**config.mk**
```make
export PLATFORM = sky130hd
export DESIGN_NAME = csq_cordic_cell
export DESIGN_NICKNAME = d
export VERILOG_FILES = /design/src/hdl/csq_pkg.sv /design/src/hdl/csq_cordic_cell.sv
export SDC_FILE = /design/constraint.sdc
export NUM_CORES = 1
export LEC_CHECK = 0
export ABC_AREA = 0
export BUFFER_PORTS_ARGS = -buffer_cell sky130_fd_sc_hd__buf_2
export CORE_MARGIN = 2
export CORE_UTILIZATION = 35
export CTS_CLUSTER_SIZE = 12
export DETAILED_ROUTE_END_ITERATION = 6
export SLEW_MARGIN = 40
export SYNTH_ARGS = -nofsm -noshare
export SYNTH_HDL_FRONTEND = slang
export SYNTH_SLANG_ARGS = --single-unit
export TNS_END_PERCENT = 5
```
**constraint.sdc**
```tcl
create_clock -name clk -period 3.8 [get_ports clk]
set_input_delay 0.76 -clock clk [delete_from_list [all_inputs] [get_ports clk]]
set_output_delay 0.76 -clock clk [all_outputs]
set_load 0.01 [all_outputs]
```
**src/hdl/csq_pkg.sv**
```systemverilog
// ============================================================================
// csq_pkg: shared types and constants for the complex square root colorer
// Request formats, register indexes, widths and the CORDIC angle table.
// ============================================================================
package csq_pkg;

    // Coordinate format, signed Q4.12.
    localparam int COORD_W = 16;
    localparam int FRAC_W  = 12;

    // Squared magnitude and first root.
    localparam int SQ_W = 2 * COORD_W;
    localparam int R_W  = SQ_W / 2;

    // Operands of the second roots, padded to an even width.
    localparam int OP_W   = COORD_W + FRAC_W + ((COORD_W + FRAC_W) % 2);
    localparam int ROOT_W = OP_W / 2;
    localparam int W_W    = ROOT_W + 1;

    // CORDIC datapath.
    localparam int CORDIC_STEPS = 16;
    localparam int XY_W         = W_W + 16 + 2;
    localparam int ANG_W        = 22;
    localparam int HUE_W        = 20;
    localparam logic [HUE_W-1:0] HALF_TURN = HUE_W'(524288);

    // Configuration port.
    localparam int CFG_IDX_W = 8;
    localparam logic [CFG_IDX_W-1:0] CFG_BRANCH_RE    = 8'd0;
    localparam logic [CFG_IDX_W-1:0] CFG_BRANCH_IM    = 8'd1;
    localparam logic [CFG_IDX_W-1:0] CFG_HEIGHT_SEL   = 8'd2;
    localparam logic [CFG_IDX_W-1:0] CFG_SURFACE_ALPHA = 8'd3;

    typedef enum logic [1:0] {
        HSEL_RE     = 2'd0,
        HSEL_IM     = 2'd1,
        HSEL_MAG    = 2'd2,
        HSEL_RE_ALT = 2'd3
    } hsel_t;

    typedef struct packed {
        logic signed [COORD_W-1:0] point_re;
        logic signed [COORD_W-1:0] point_im;
        logic                      sheet;
    } point_t;

    typedef struct packed {
        logic signed [COORD_W-1:0] height;
        logic [7:0]                red;
        logic [7:0]                green;
        logic [7:0]                blue;
        logic [7:0]                alpha;
    } result_t;

    // Arctangent of 2^-step in units of 2^-20 turn.
    function automatic logic [17:0] atan_turn(input int step);
        logic [17:0] a;
        case (step)
            0:       a = 18'd131072;
            1:       a = 18'd77376;
            2:       a = 18'd40884;
            3:       a = 18'd20753;
            4:       a = 18'd10417;
            5:       a = 18'd5213;
            6:       a = 18'd2607;
            7:       a = 18'd1304;
            8:       a = 18'd652;
            9:       a = 18'd326;
            10:      a = 18'd163;
            11:      a = 18'd81;
            12:      a = 18'd41;
            13:      a = 18'd20;
            14:      a = 18'd10;
            15:      a = 18'd5;
            default: a = 18'd0;
        endcase
        return a;
    endfunction

endpackage

```
**src/hdl/csq_cordic_cell.sv**
```systemverilog
// ============================================================================
// csq_cordic_cell: one vectoring CORDIC micro-rotation
// Rotates toward the real axis and accumulates the table angle.
// ============================================================================
module csq_cordic_cell #(
    parameter int XW     = 33,
    parameter int AW     = 22,
    parameter int STEP   = 0,
    parameter int SIDE_W = 1
) (
    input  logic                     clk,
    input  logic                     en,
    input  logic signed [XW-1:0]     x_in,
    input  logic signed [XW-1:0]     y_in,
    input  logic signed [AW-1:0]     ang_in,
    input  logic [SIDE_W-1:0]        side_in,
    output logic signed [XW-1:0]     x_out,
    output logic signed [XW-1:0]     y_out,
    output logic signed [AW-1:0]     ang_out,
    output logic [SIDE_W-1:0]        side_out
);

    localparam logic signed [AW-1:0] ATAN = $signed(AW'(csq_pkg::atan_turn(STEP)));

    logic signed [XW-1:0] xs;
    logic signed [XW-1:0] ys;
    logic signed [XW-1:0] x_next;
    logic signed [XW-1:0] y_next;
    logic signed [AW-1:0] ang_next;
    logic signed [XW-1:0] x_reg;
    logic signed [XW-1:0] y_reg;
    logic signed [AW-1:0] ang_reg;
    logic [SIDE_W-1:0]    side_reg;

    // Arithmetic shifts floor toward minus infinity.
    always_comb
    begin
        xs = x_in >>> STEP;
        ys = y_in >>> STEP;
        if (!y_in[XW-1])
        begin
            x_next   = x_in + ys;
            y_next   = y_in - xs;
            ang_next = ang_in + ATAN;
        end
        else
        begin
            x_next   = x_in - ys;
            y_next   = y_in + xs;
            ang_next = ang_in - ATAN;
        end
    end

    always_ff @(posedge clk)
    begin
        if (en)
        begin
            x_reg    <= x_next;
            y_reg    <= y_next;
            ang_reg  <= ang_next;
            side_reg <= side_in;
        end
    end

    assign x_out    = x_reg;
    assign y_out    = y_reg;
    assign ang_out  = ang_reg;
    assign side_out = side_reg;

endmodule

```
# After elaboration in Yosys (flattened, before gate mapping)
# Index checks and enable logic that the tools add are counted.
[word_totals]
word_cells = 12
ff_bits = 89
[op_classes]
add_sub_neg = 5
muxes = 3
[op_table]
columns = ["cell", "count"]
rows = [
  ["$mux W33", 2],
  ["$sub A33 B33 Y33", 2],
  ["$add A33 B33 Y33", 1],
  ["$add A22 B19 Y22 const B", 1],
  ["$mux W22", 1],
  ["$sub A22 B19 Y22 const B", 1],
]

# Logic depth before layout (Yosys ltp)
[depth]
ltp_word = 2
mapped_depth = 12
ltp_nobuf = 12

# Worst setup path before layout
# Ideal clock, no wire load.
[synth_path]
path_kind = "input -> register"
start = "input x_in[0]"
end = "register y_reg[30], in the netlist y_out[30], data pin"
stages = 11
path_slack_ps = 415
required_time_ps = 3630
path_buffers = 0
arrival_time_ps = 3215
cell_sequence = "ha_1 -> fa_1 -> nor2b_1 -> o211ai_2 -> a31oi_1 -> o41ai_4 -> o221ai_2 -> a31oi_4 -> o221a_4 -> nor4_1 -> nor4_2"
[synth_via]
elab_chain_cells = 2
word_cells_on_any_way = 3
cone_classes = "2 x add/sub; 1 x mux"
[synth_lines]
columns = ["element", "line_no", "text"]
rows = [
  ["start, declared", "csq_cordic_cell.sv:13", "input logic signed [XW-1:0] x_in,"],
  ["$sub A33 B33 Y33 or $add A33 B33 Y33 (tied branches)", "csq_cordic_cell.sv:43, csq_cordic_cell.sv:49", ""],
  ["$mux W33 (*)", "csq_cordic_cell.sv:40", "if (!y_in[XW-1])"],
  ["named net y_next[30]", "csq_cordic_cell.sv:28", "logic signed [XW-1:0] y_next;"],
  ["end signal, assigned", "csq_cordic_cell.sv:59", "y_reg <= y_next;"],
  ["end, declared", "csq_cordic_cell.sv:31", "logic signed [XW-1:0] y_reg;"],
]
# The timed path passes the listed nets; every way through them passes the cells marked *.
# A chain may end at the register's enable or synchronous reset.

# Final worst setup path
[layout_path]
start = "input x_in[1]"
end = "register y_reg[31], in the netlist y_out[31], data pin"
# The elaborated chain is that of the path after synthesis.

==> results.yml <==
timing:
  finalSetupViolations: 0
  layout_setup_ws_ns: 0.2958
  layout_min_cycle_time_ns: 3.504
  finalMaxSlewViolations: 0
  setup_tns_ns: 0
  max_freq_ghz: 0.2854
  slew_headroom_pct: 55.40
  finalCritPeriodShare_pct: 92.22
  final_hold_viol_count: 0
  worstMarginPinSlew_ns: 0.6691
  grt_setup_unrepaired: "no"
final_layout:
  fin_util_pct: 43.78
  area_growth_pct: 22.14
  drive_gt1_share_pct: 24.81
  fin_cells: 1484
  antennaDiodeCount: 0
  finalNetCount: 1354
  mostFrequentLayoutCells: "buf_2, a21oi_1, inv_1"
  layout_commonest_cell: "buf_2"
synthesis:
  async_reset_ff_share_pct: 0
  yosys.area.top_type: "edfxtp_1"
  synth_top_area_share_pct: 31.32
  synth_cell_types: 80
  synth-edff-count: 88
  ys_seq_elements: 88
  synthesis.nets: 1146
  seq_area_frac_synth_pct: 31.32
  avgSynthCellArea_um2: 8.864
  syn_inst: 952
  synthesis.area_um2: 8438
  yosys_warnings: 0
  ys_top_cells_by_area: "edfxtp_1, ha_1, a21oi_1"
  ys.flop_type: "edfxtp_1"
worst_setup_path:
  path_max_fanout: 5
  startpoint_type: "input port"
  worstSetupPathType: "in -> reg"
  arrival_ns: 3.67
  endpoint_kind: "register"
  critPathRequiredTime_ns: 3.97
global_route:
  grt_pass1_vias: 7645
  track_usage_pct: 19.52
  antenna_found_initial: 0
  grt_overflow_total: 0
  grt_first_pass_wirelength_um: 40170
  grt_max_degree: 84
placement:
  portBuffers: 179
  hpwl_um: 19690
  dp_slack_ns: -0.1582
  gp_congestion: 0.9458
  dp_cells: 1468
power_and_ir_drop:
  p_leak_uw: 0.004646
  vdd_drop_max_mv: 0.2329
  clkPwrFrac_pct: 28.8
  power_density_nw_per_um2: 366.8
  p_comb_share_pct: 36.7
  power_frac_seq_pct: 34.5
  swShare_pct: 33.99
  switchingPower_uw: 1285
  p_int_uw: 2496
worst_hold_path:
  min_from: "ang_in[2]"
  hold_depth: 1
  hp-class: "in -> reg"
  hold_end: "ang_out[2]"
routing:
  via_count: 7809
  antenna_left: 0
  dr.pass1.iters: 5
  drc: 0
  dr.first_iter.drc_count: 647
  wl_per_cell_um: 16.91
  viasPerCell: 5.262
  wirelength_um: 25100
clock_tree:
  clk_pin_slew_worst_paths_ns: 0.07
  cts_setup_buffers: 0
  numCtsBuffers: 9
  htreeDepth: 3
  cts_sinks: 88
  holdBufCountCts: 0
  ctsResizeCount: 0
  tritoncts: "built"
  clk_path_buf_depth: 2
  cts-root-buf: "clkbuf_16"
die:
  start_util_pct: 35.84
  ios: 180
  die_h_um: 159.3
  dieArea_um2: 25370
  fp.dieW_um: 159.3
  core_um2: 23540
  rows: 56
outcome:
  status: "finished clean"
flow_run:
  cap_violations: 0
-- registers in the layout, summed over array words and instances, names as in the netlist --
| register | flops |
|---|---|
| y_out | 32 |
| ang_out | 22 |
| x_out | 33 |
| side_out | 1 |
-- synthesized netlist by cell type, types with 8 or more instances --
cell type	instances
clkbuf_1	23
o21ai_0	60
a21oi_1	112
nor3_1	19
nand2b_1	8
nand2_1	41
nand3_1	10
nor2b_1	10
ha_1	99
a21o_1	20
o31ai_1	14
edfxtp_1	88
a211oi_1	15
mux2i_1	14
nor2_1	84
inv_1	100
xnor2_1	59
o21bai_1	20
-- cell families (layout without fill, tap and decap cells) --
family / after synthesis / after routing / share of synthesized area [%]
adder cells (fa/ha/maj): 103 / 103 / 15.63
buffers and inverters: 151 / 364 / 7.977
AO/OA/AOI/OAI: 317 / 317 / 24.60
flip-flops: 88 / 88 / 31.32
multiplexers: 14 / 14 / 1.661
XOR/XNOR: 63 / 63 / 6.539
AND/OR/NAND/NOR: 216 / 216 / 12.28
-- critical path: stages --
cell,delay [ns]
buf_2,0.09
inv_1,0.05
ha_1,0.32
nand2b_1,0.17
a221oi_1,0.38
nand2b_1,0.17
a21oi_1,0.15
o311ai_2,0.37
a41oi_1,0.35
o31a_1,0.41
o211a_1,0.23
a211oi_1,0.22
-- routing by layer --
layer	share of wire (%)	vias to the layer above	GRT usage, %
li1	-	3811	-
met1	46	3673	26.97
met2	46	287	31.34
met3	6.0	38	3.464
met4	2.3	0	5.579
met5	0	-	0
-- power by group through the flow --
stage | sequential (uW) | combinational [uW] | clock, uW
floorplan | 1400 | 773 | 0
global placement | 1320 | 1370 | 0
detailed placement | 1320 | 1370 | 0
CTS | 1310 | 1380 | 1110
global route | 1320 | 1530 | 1140
finish | 1300 | 1390 | 1090
-- through the flow --
stage                     hold slack, ns  power [uW]  area [um^2]
after detailed placement          0.9386        2699         9942
final                             0.5830        3781        10310
after global placement            0.9365        2695         9942
after CTS                         0.5669        3797        10290
after floorplan                   0.8589        2175         8438
after global routing              0.5647        3985        10310
-- final cells by class --
| cell class | count | area, um^2 |
|---|---|---|
| timing repair buffer | 241 | 1380 |
| fill | 2353 | 13240 |
| clock buffer | 9 | 225.2 |
| tap | 319 | 399.1 |
| sequential | 88 | 2643 |
| clock inverter | 7 | 127.6 |
| multi-input combinational | 713 | 5130 |
| inverter | 107 | 401.6 |
-- worst max-delay path by stage --
stage / start / endpoint / slack (ns) / depth (start not counted)
3_5_place_dp: x_in[1] / y_out[31] / -0.16 / 12
6_report: x_in[1] / y_out[31] / 0.30 / 12
4_1_cts: x_in[1] / y_out[31] / 0.17 / 12
3_3_place_gp: x_in[1] / y_out[31] / -0.08 / 12
2_1_floorplan: x_in[0] / y_out[30] / 0.42 / 11
5_1_grt: x_in[1] / y_out[31] / 0.05 / 12
No activity file was read; power rests on OpenSTA's default activity.
