<file path="config.mk">
export PLATFORM = sky130hd
export DESIGN_NAME = csq_sqrt_chain
export DESIGN_NICKNAME = d
export VERILOG_FILES = /design/src/hdl/csq_sqrt_cell.sv /design/src/hdl/csq_sqrt_chain.sv
export SDC_FILE = /design/constraint.sdc
export NUM_CORES = 1
export LEC_CHECK = 0
export ABC_CLOCK_PERIOD_IN_PS = 5750
export BUFFER_PORTS_ARGS = -buffer_cell sky130_fd_sc_hd__buf_2
export CAP_MARGIN = 0
export CORE_MARGIN = 3
export CORE_UTILIZATION = 60
export DETAILED_ROUTE_END_ITERATION = 8
export GPL_TIMING_DRIVEN = 0
export PLACE_DENSITY = 0.77
export SYNTH_ARGS = -nofsm -noshare
export SYNTH_HDL_FRONTEND = slang
export SYNTH_SLANG_ARGS = --single-unit
</file>
<file path="constraint.sdc">
create_clock -name clk -period 5.75 [get_ports clk]
set_input_delay 1.15 -clock clk [delete_from_list [all_inputs] [get_ports clk]]
set_output_delay 1.15 -clock clk [all_outputs]
set_load 0.005 [all_outputs]
</file>
<file path="src/hdl/csq_sqrt_cell.sv">
// ============================================================================
// csq_sqrt_cell: one digit step of a pipelined integer square root
// Brings down two operand bits, tries the next root bit and registers.
// ============================================================================
module csq_sqrt_cell #(
    parameter int W      = 32,
    parameter int STEP   = 0,
    parameter int SIDE_W = 1
) (
    input  logic                 clk,
    input  logic                 en,
    input  logic [W-1:0]         v_in,
    input  logic [W/2+1:0]       rem_in,
    input  logic [W/2-1:0]       root_in,
    input  logic [SIDE_W-1:0]    side_in,
    output logic [W-1:0]         v_out,
    output logic [W/2+1:0]       rem_out,
    output logic [W/2-1:0]       root_out,
    output logic [SIDE_W-1:0]    side_out
);

    localparam int RW = W / 2;
    localparam int RB = RW + 2;

    logic [RB-1:0]     cur;
    logic [RB-1:0]     trial;
    logic [RB-1:0]     rem_next;
    logic [RW-1:0]     root_next;
    logic [W-1:0]      v_reg;
    logic [RB-1:0]     rem_reg;
    logic [RW-1:0]     root_reg;
    logic [SIDE_W-1:0] side_reg;

    // Trial subtraction of (4*root + 1) from the shifted remainder.
    always_comb
    begin
        cur   = {rem_in[RB-3:0], v_in[W-1-2*STEP -: 2]};
        trial = {root_in, 2'b01};
        if (cur >= trial)
        begin
            rem_next  = cur - trial;
            root_next = {root_in[RW-2:0], 1'b1};
        end
        else
        begin
            rem_next  = cur;
            root_next = {root_in[RW-2:0], 1'b0};
        end
    end

    always_ff @(posedge clk)
    begin
        if (en)
        begin
            v_reg    <= v_in;
            rem_reg  <= rem_next;
            root_reg <= root_next;
            side_reg <= side_in;
        end
    end

    assign v_out    = v_reg;
    assign rem_out  = rem_reg;
    assign root_out = root_reg;
    assign side_out = side_reg;

endmodule

</file>
<file path="src/hdl/csq_sqrt_chain.sv">
// ============================================================================
// csq_sqrt_chain: row of square root cells, one root bit per stage
// Gives floor(sqrt(v)) from the last cell and carries side_in along with the operand.
// ============================================================================
module csq_sqrt_chain #(
    parameter int W      = 32,
    parameter int SIDE_W = 1
) (
    input  logic                 clk,
    input  logic                 en,
    input  logic [W-1:0]         v,
    input  logic [SIDE_W-1:0]    side_in,
    output logic [W/2-1:0]       root,
    output logic [SIDE_W-1:0]    side_out
);

    localparam int N  = W / 2;
    localparam int RB = N + 2;

    logic [W-1:0]      v_w    [0:N];
    logic [RB-1:0]     rem_w  [0:N];
    logic [N-1:0]      root_w [0:N];
    logic [SIDE_W-1:0] side_w [0:N];

    assign v_w[0]    = v;
    assign rem_w[0]  = '0;
    assign root_w[0] = '0;
    assign side_w[0] = side_in;

    // One cell per root bit, most significant first.
    for (genvar k = 0; k < N; k++)
    begin : g_cell
        csq_sqrt_cell #(
            .W      (W),
            .STEP   (k),
            .SIDE_W (SIDE_W)
        ) u_cell (
            .clk      (clk),
            .en       (en),
            .v_in     (v_w[k]),
            .rem_in   (rem_w[k]),
            .root_in  (root_w[k]),
            .side_in  (side_w[k]),
            .v_out    (v_w[k+1]),
            .rem_out  (rem_w[k+1]),
            .root_out (root_w[k+1]),
            .side_out (side_w[k+1])
        );
    end

    assign root     = root_w[N];
    assign side_out = side_w[N];

endmodule

</file>
**Word-level counts from Yosys, hierarchy flattened**

Index checks and enable logic that the tools add are counted.

- Register bits after elaboration: 619
- Bits of input ports: 35
- Output and inout port bits: 17

- Add/sub/neg operators: 15
- Order comparisons: 16
- Mux-type cells: 31

Operators with widths:

| operator | number |
|---|---|
| two-way mux 16 bit | 14 |
| >= comparator 18 x 10 -> 1 bit | 1 |
| >= comparator 18 x 11 -> 1 bit | 1 |
| >= comparator 18 x 12 -> 1 bit | 1 |
| >= comparator 18 x 13 -> 1 bit | 1 |
| >= comparator 18 x 14 -> 1 bit | 1 |
| >= comparator 18 x 15 -> 1 bit | 1 |
| >= comparator 18 x 16 -> 1 bit | 1 |
| >= comparator 18 x 17 -> 1 bit | 1 |
| >= comparator 18 x 3 -> 1 bit | 1 |
| >= comparator 18 x 4 -> 1 bit | 1 |
| >= comparator 18 x 5 -> 1 bit | 1 |
| >= comparator 18 x 6 -> 1 bit | 1 |
| >= comparator 18 x 7 -> 1 bit | 1 |
| >= comparator 18 x 8 -> 1 bit | 1 |
| >= comparator 18 x 9 -> 1 bit | 1 |
| two-way mux 1 bit | 16 |
| subtractor 16 x 10 -> 16 bit | 1 |
| subtractor 16 x 11 -> 16 bit | 1 |
| subtractor 16 x 12 -> 16 bit | 1 |
| subtractor 16 x 13 -> 16 bit | 1 |
| subtractor 16 x 14 -> 16 bit | 1 |
| subtractor 16 x 15 -> 16 bit | 1 |
| subtractor 16 bit | 1 |
| 10 further kinds | 10 |

**Logic depth before layout (Yosys ltp)**

- Depth in word-level cells: 2
- Mapped depth: 11
- Gate-level depth less buffers: 11

**Modules after synthesis**

A second synthesis with hierarchy kept.

- Cell total of the unflattened synthesis: 3,884
- Area total of the unflattened synthesis: 52,671.8 um^2

By module, submodules not included:

| module | instances | cells each | area an instance (um^2) | seq. area each (um^2) |
|---|---|---|---|---|
| csq_sqrt_cell at g_cell[2].u_cell ... | 8 | 244 | 3,298.2 | 2,011.9 |
| csq_sqrt_cell at g_cell[10].u_cell ... | 6 | 244 | 3,293.2 | 2,011.9 |
| csq_sqrt_cell at g_cell[1].u_cell | 1 | 242 | 3,305.7 | 2,011.9 |
| csq_sqrt_cell at g_cell[0].u_cell | 1 | 225 | 3,218.1 | 2,011.9 |
| csq_sqrt_chain | 1 | 1 | 3.8 | 0.0 |

**Worst setup path after synthesis**

Ideal clock, no wire load.

- Kind: reg2reg
- Start: reg g_cell[10].u_cell.rem_reg[0]
- End: reg g_cell[11].u_cell.rem_reg[8] (data pin)
- Data arrival time: 2.541 ns
- Path slack: 2.948 ns
- Stages on the path, launching flop included: 10
- Path buffers: 2
- Cell sequence: edfxtp_1 > ha_1 > nor2b_4 > o31a_1 > o311a_1 > o31a_1 > or3_1 > buf_2 > buf_6 > mux2_4

- Longest elaborated chain between the ends: 2

Ends and longest elaborated chain:

| item | line | text |
|---|---|---|
| start, declared | csq_sqrt_cell.sv:30 | `logic [RB-1:0] rem_reg;` |
| start signal, assigned | csq_sqrt_cell.sv:56 | `rem_reg <= rem_next;` |
| subtractor 16 x 13 -> 16 bit / >= comparator 18 x 13 -> 1 bit (equally long branches) | csq_sqrt_cell.sv:41, csq_sqrt_cell.sv:39 |  |
| two-way mux 16 bit * | csq_sqrt_cell.sv:39 | `if (cur >= trial)` |
| named net g_cell[11].u_cell.rem_next[8] | csq_sqrt_cell.sv:27 | `logic [RB-1:0] rem_next;` |
| end signal, assigned | csq_sqrt_cell.sv:56 |  |
| end, declared | csq_sqrt_cell.sv:30 |  |

The timed path passes the listed nets; every way through them passes the cells marked *.
A chain may end at the register's enable or synchronous reset.

**Worst setup path after layout**

- Start: reg g_cell[12].u_cell.rem_reg[2]
- End: reg g_cell[13].u_cell.rem_reg[13] (data pin)

- Longest elaborated chain between the ends: 2

Ends and longest elaborated chain:

| item | line |
|---|---|
| start, declared | csq_sqrt_cell.sv:30 |
| start signal, assigned | csq_sqrt_cell.sv:56 |
| subtractor 16 x 15 -> 16 bit / >= comparator 18 x 15 -> 1 bit (equally long branches) | csq_sqrt_cell.sv:41, csq_sqrt_cell.sv:39 |
| two-way mux 16 bit * | csq_sqrt_cell.sv:39 |
| named net g_cell[13].u_cell.rem_next[13] | csq_sqrt_cell.sv:27 |
| end signal, assigned | csq_sqrt_cell.sv:56 |
| end, declared | csq_sqrt_cell.sv:30 |

Marks and branches as above.

==> summary.md <==
| Metric | Value |
|---|---|
| Run status | finished clean |
| End point of the critical path | g_cell[13].u_cell.rem_out[13]$_DFFE_PP_ |
| Initial core utilization | 0.615 |
| Type of element capturing the critical path | flop |
| Reg-to-Reg Start | g_cell[12].u_cell.rem_out[2]$_DFFE_PP_ |
| Slew at the pin closest to its max-slew limit | 1.24 ns |
| Slack of the worst reg-to-reg path | 2.19 ns |
| Path category of the worst min-delay check | flop to flop |
| Pre-antenna DRT Iters | 7 |
| Unrepaired setup endpoints after global routing | false |
| Avg Inst Size Synth | 13.7 sq um |
| Global-route track usage on met2 | 0.328 |
| Max Transition Viols Final | 0 |
| Number of nets in the layout | 2,316 |
| Global-route wire length before repair | 77.3 mm |
| Number of distinct library cells after synthesis | 70 |
| Buffering stage count on the worst path with inverters included | 1 |
| Core Footprint | 44,800 sq um |
| GRT Total Usage | 0.198 |
| Family with the most delay on the worst path | compound AO/OA/AOI/OAI gates |
| # IOs | 52 |
| Vias | 15,800 |
| Max stage delay cell, worst path | sky130_fd_sc_hd__a211oi_1 |
| Worst path max stage delay | 0.46 ns |
| Via-per-instance ratio | 5.69 |
| Final wirelength | 47.3 mm |
| Async set or reset register ratio after synthesis | 0 |
| Area growth from synthesis to final layout | 11.2% |
| FILL cells | 3,055 |
| Core Rows | 77 |
| Reg2reg path depth | 9 |
| CTS Hold Bufs | 0 |
| Tmin final | 3.56 ns |
| Number of antenna violations at the first check in global routing | 0 |
| Leakage power summed over all cells | 11.9 nW |
| Worst Setup SP | g_cell[12].u_cell.rem_out[2]$_DFFE_PP_ |
| Sinks on Clock Net | 609 |
| Clk pin slew, worst setup/hold paths | 0.06 ns |
| Post-detailed-route count of antenna-violating nets | 0 |
| Number of enable-type register cells in the synthesized netlist | 609 |
| Final weighted congestion in routability-driven placement | 0.916 |
| Area of the mapped netlist | 27,500 sq um |
| Count of mapped cells out of synthesis | 2,014 |
| Met3 capacity usage during global routing | 0.0338 |
| Total number of H-tree levels | 2 |
| Capture point of the worst reg-to-reg path | g_cell[13].u_cell.rem_out[13]$_DFFE_PP_ |
| Most congested layer reported by global routing | met2 |
| CP Class | flop to flop |
| WP data arrival | 3.90 ns |
| Required arrival time at the worst endpoint | 6.10 ns |
| Power Dens Cells | 373 nW/um^2 |
| Setup violation total in the final timing report | 0 |
| Average detailed-routed wire length per instance | 17.0 um |
| CTS tree | done |
| Count of yosys warnings during synthesis | 0 |
| Max Buffers Root-to-Sink | 3 |
| Maximum Capacitance Violations | 0 |
| Vert. Die Dim | 220 um |
| Highest achievable clock rate | 281 MHz |
| # Post-CTS Setup Buffers | 0 |
| Total Power Consumption | 11.4 mW |
| Setup Skew | 0.0600 ns |
| Met1 Usage GRT | 0.273 |
| Die area | 48,500 sq um |
| Clock tree root buffer cell | sky130_fd_sc_hd__clkbuf_16 |
| Type of origin of the critical path | flop |
| Maximum fanout along the worst path | 10 |
| Max_slew headroom | 0.163 |
| Worst voltage drop across the vdd grid | 327 uV |
| Post-route design area | 30,600 sq um |
| Share of cells above drive strength 1 | 0.0930 |
| Overflow left after global routing | 0 |
| Die width | 220 um |
| Placement-stage cell area | 28,700 sq um |
| Synthesized flop and latch total | 609 |
| Post-detailed-placement half-perimeter wirelength | 32.7 mm |
| Largest net degree at the start of global routing | 128 |
| Vias in the first global route | 15,700 |
| Sum of negative setup slack | 0 ns |
| Stages on worst setup path | 9 |
| Sequential area share after synthesis | 0.664 |
| Drc violations | 0 |
| Drt initial violations | 1,426 |
| Most used flip-flop cell after synthesis | sky130_fd_sc_hd__edfxtp_1 |
| Post-cts gate resize count | 0 |
| TritonCTS Buffers | 60 |
| Crit path cell chain | ha_1 -> nand2_1 -> a211oi_1 -> o21ai_0 -> o211ai_1 -> a21oi_1 -> o21ai_2 -> buf_2 -> mux2_2 |
| Clk_lat worst skew | 0.65 ns |
| Syn Nets | 2,198 |
| Share of the clock period used by the worst path after layout | 0.619 |
| Final Hold Fails | 0 |
| Count of buffers from port buffering | 51 |
[stage by stage]
step	hold WS [ns]	util	setup WS [ns]	instances
3_3_place_gp	0.400	0.637	-5.12	2657
5_1_grt	0.417	0.684	1.98	2775
2_1_floorplan	0.400	-	2.95	2014
3_5_place_dp	0.405	0.640	1.60	2662
6_report	0.414	0.684	2.19	2776
4_1_cts	0.417	0.684	2.25	2775
[synthesized netlist by cell type (8+ instances only)]
library cell,number,area share
sky130_fd_sc_hd__a211oi_1,15,0.0041
sky130_fd_sc_hd__a21o_1,32,0.0087
sky130_fd_sc_hd__a21oi_1,101,0.018
sky130_fd_sc_hd__and2_1,10,0.0023
sky130_fd_sc_hd__and3_1,8,0.0018
sky130_fd_sc_hd__buf_2,10,0.0018
sky130_fd_sc_hd__clkbuf_1,11,0.0015
sky130_fd_sc_hd__edfxtp_1,609,0.66
sky130_fd_sc_hd__ha_1,149,0.068
sky130_fd_sc_hd__inv_1,186,0.025
sky130_fd_sc_hd__mux2_2,37,0.015
sky130_fd_sc_hd__mux2i_1,13,0.0047
sky130_fd_sc_hd__nand2_1,124,0.017
sky130_fd_sc_hd__nand2b_1,29,0.0066
sky130_fd_sc_hd__nand3_1,23,0.0042
sky130_fd_sc_hd__nand4_1,26,0.0059
sky130_fd_sc_hd__nor2_1,120,0.016
sky130_fd_sc_hd__nor2b_1,23,0.0052
sky130_fd_sc_hd__nor3_1,37,0.0067
sky130_fd_sc_hd__nor4_1,28,0.0064
sky130_fd_sc_hd__o211ai_1,14,0.0038
sky130_fd_sc_hd__o21a_1,28,0.0076
sky130_fd_sc_hd__o21ai_0,96,0.017
sky130_fd_sc_hd__o31ai_1,15,0.0041
sky130_fd_sc_hd__or3_1,15,0.0034
sky130_fd_sc_hd__xnor2_1,88,0.028
sky130_fd_sc_hd__xor2_1,62,0.020
[routing by layer]
| layer | up-vias | share of wire |
|---|---|---|
| met5 | - | 0 |
| met4 | 0 | 0.021 |
| met3 | 69 | 0.050 |
| met2 | 411 | 0.48 |
| met1 | 7589 | 0.45 |
| li1 | 7727 | - |
[worst min-delay path by stage]
stage | start | endpoint | slack (ns) | cells past startpoint
final | g_cell[3].u_cell.v_out[17]$_DFFE_PP_ | g_cell[4].u_cell.v_out[17]$_DFFE_PP_ | 0.41 | 0
after global routing | g_cell[12].u_cell.root_out[2]$_DFFE_PP_ | g_cell[13].u_cell.root_out[3]$_DFFE_PP_ | 0.42 | 0
after CTS | g_cell[12].u_cell.root_out[2]$_DFFE_PP_ | g_cell[13].u_cell.root_out[3]$_DFFE_PP_ | 0.42 | 0
after detailed placement | g_cell[9].u_cell.v_out[9]$_DFFE_PP_ | g_cell[10].u_cell.v_out[9]$_DFFE_PP_ | 0.40 | 0
after global placement | g_cell[3].u_cell.v_out[13]$_DFFE_PP_ | g_cell[4].u_cell.v_out[13]$_DFFE_PP_ | 0.40 | 0
after floorplan | g_cell[9].u_cell.side_out$_DFFE_PP_ | g_cell[10].u_cell.side_out$_DFFE_PP_ | 0.40 | 0
[power breakdown]
part / switching (mW) / internal [mW] / leakage [nW]
Clock: 1.62 / 2.19 / 0.950
Combinational: 1.05 / 0.816 / 5.09
Sequential: 0.248 / 5.51 / 5.84
Total: 2.92 / 8.52 / 11.9
[flip-flops by register name, indices dropped and copies added, names as in the netlist]
name	flops
g_cell.u_cell.rem_out	217
g_cell.u_cell.root_out	136
g_cell.u_cell.side_out	16
g_cell.u_cell.v_out	240
[final cells by class]
class / count / area [sq um] / area share
Sequential cell: 609 / 18300 / 0.597
Multi-Input combinational cell: 1194 / 8440 / 0.275
Clock buffer: 72 / 1550 / 0.0505
Tap cell: 592 / 741 / 0.0242
Inverter: 187 / 702 / 0.0229
Clock inverter: 41 / 404 / 0.0132
Timing Repair Buffer: 56 / 403 / 0.0131
Buffer: 24 / 118 / 0.00384
Antenna cell: 1 / 2.50 / 0.0000817
[placed cells by master (no fill, tap or decap), types with 8 or more instances in the layout]
| cell type | count |
|---|---|
| sky130_fd_sc_hd__clkbuf_16 | 60 |
| sky130_fd_sc_hd__xor2_1 | 62 |
| sky130_fd_sc_hd__a21o_1 | 32 |
| sky130_fd_sc_hd__nor2b_1 | 23 |
| sky130_fd_sc_hd__inv_1 | 186 |
| sky130_fd_sc_hd__a211oi_1 | 15 |
| sky130_fd_sc_hd__clkinv_1 | 19 |
| sky130_fd_sc_hd__clkbuf_1 | 23 |
| sky130_fd_sc_hd__nor4_1 | 28 |
| sky130_fd_sc_hd__nand2b_1 | 29 |
| sky130_fd_sc_hd__edfxtp_1 | 609 |
| sky130_fd_sc_hd__nand4_1 | 26 |
| sky130_fd_sc_hd__nand2_1 | 124 |
| sky130_fd_sc_hd__nor2_1 | 120 |
| sky130_fd_sc_hd__clkinv_2 | 12 |
| sky130_fd_sc_hd__o21ai_0 | 96 |
| sky130_fd_sc_hd__and3_1 | 8 |
| sky130_fd_sc_hd__mux2i_1 | 13 |
| sky130_fd_sc_hd__xnor2_1 | 88 |
| sky130_fd_sc_hd__o211ai_1 | 14 |
| sky130_fd_sc_hd__o21a_1 | 28 |
| sky130_fd_sc_hd__and2_1 | 10 |
| sky130_fd_sc_hd__ha_1 | 149 |
| sky130_fd_sc_hd__mux2_2 | 37 |
| sky130_fd_sc_hd__buf_2 | 60 |
| sky130_fd_sc_hd__o31ai_1 | 15 |
| sky130_fd_sc_hd__nand3_1 | 23 |
| sky130_fd_sc_hd__nor3_1 | 37 |
| sky130_fd_sc_hd__or3_1 | 15 |
| sky130_fd_sc_hd__a21oi_1 | 101 |
[kinds of logic after synthesis]
| group | after synthesis | share of synthesized area |
|---|---|---|
| flops | 609 | 0.664 |
| simple gates | 476 | 0.0854 |
| compound gates | 366 | 0.0846 |
| buf+inv | 211 | 0.0297 |
| xor+xnor | 150 | 0.0477 |
| fa+ha+maj | 149 | 0.0677 |
| mux | 52 | 0.0209 |
| other cells | 1 | 0.000136 |
(Power assumes the default switching activity.)
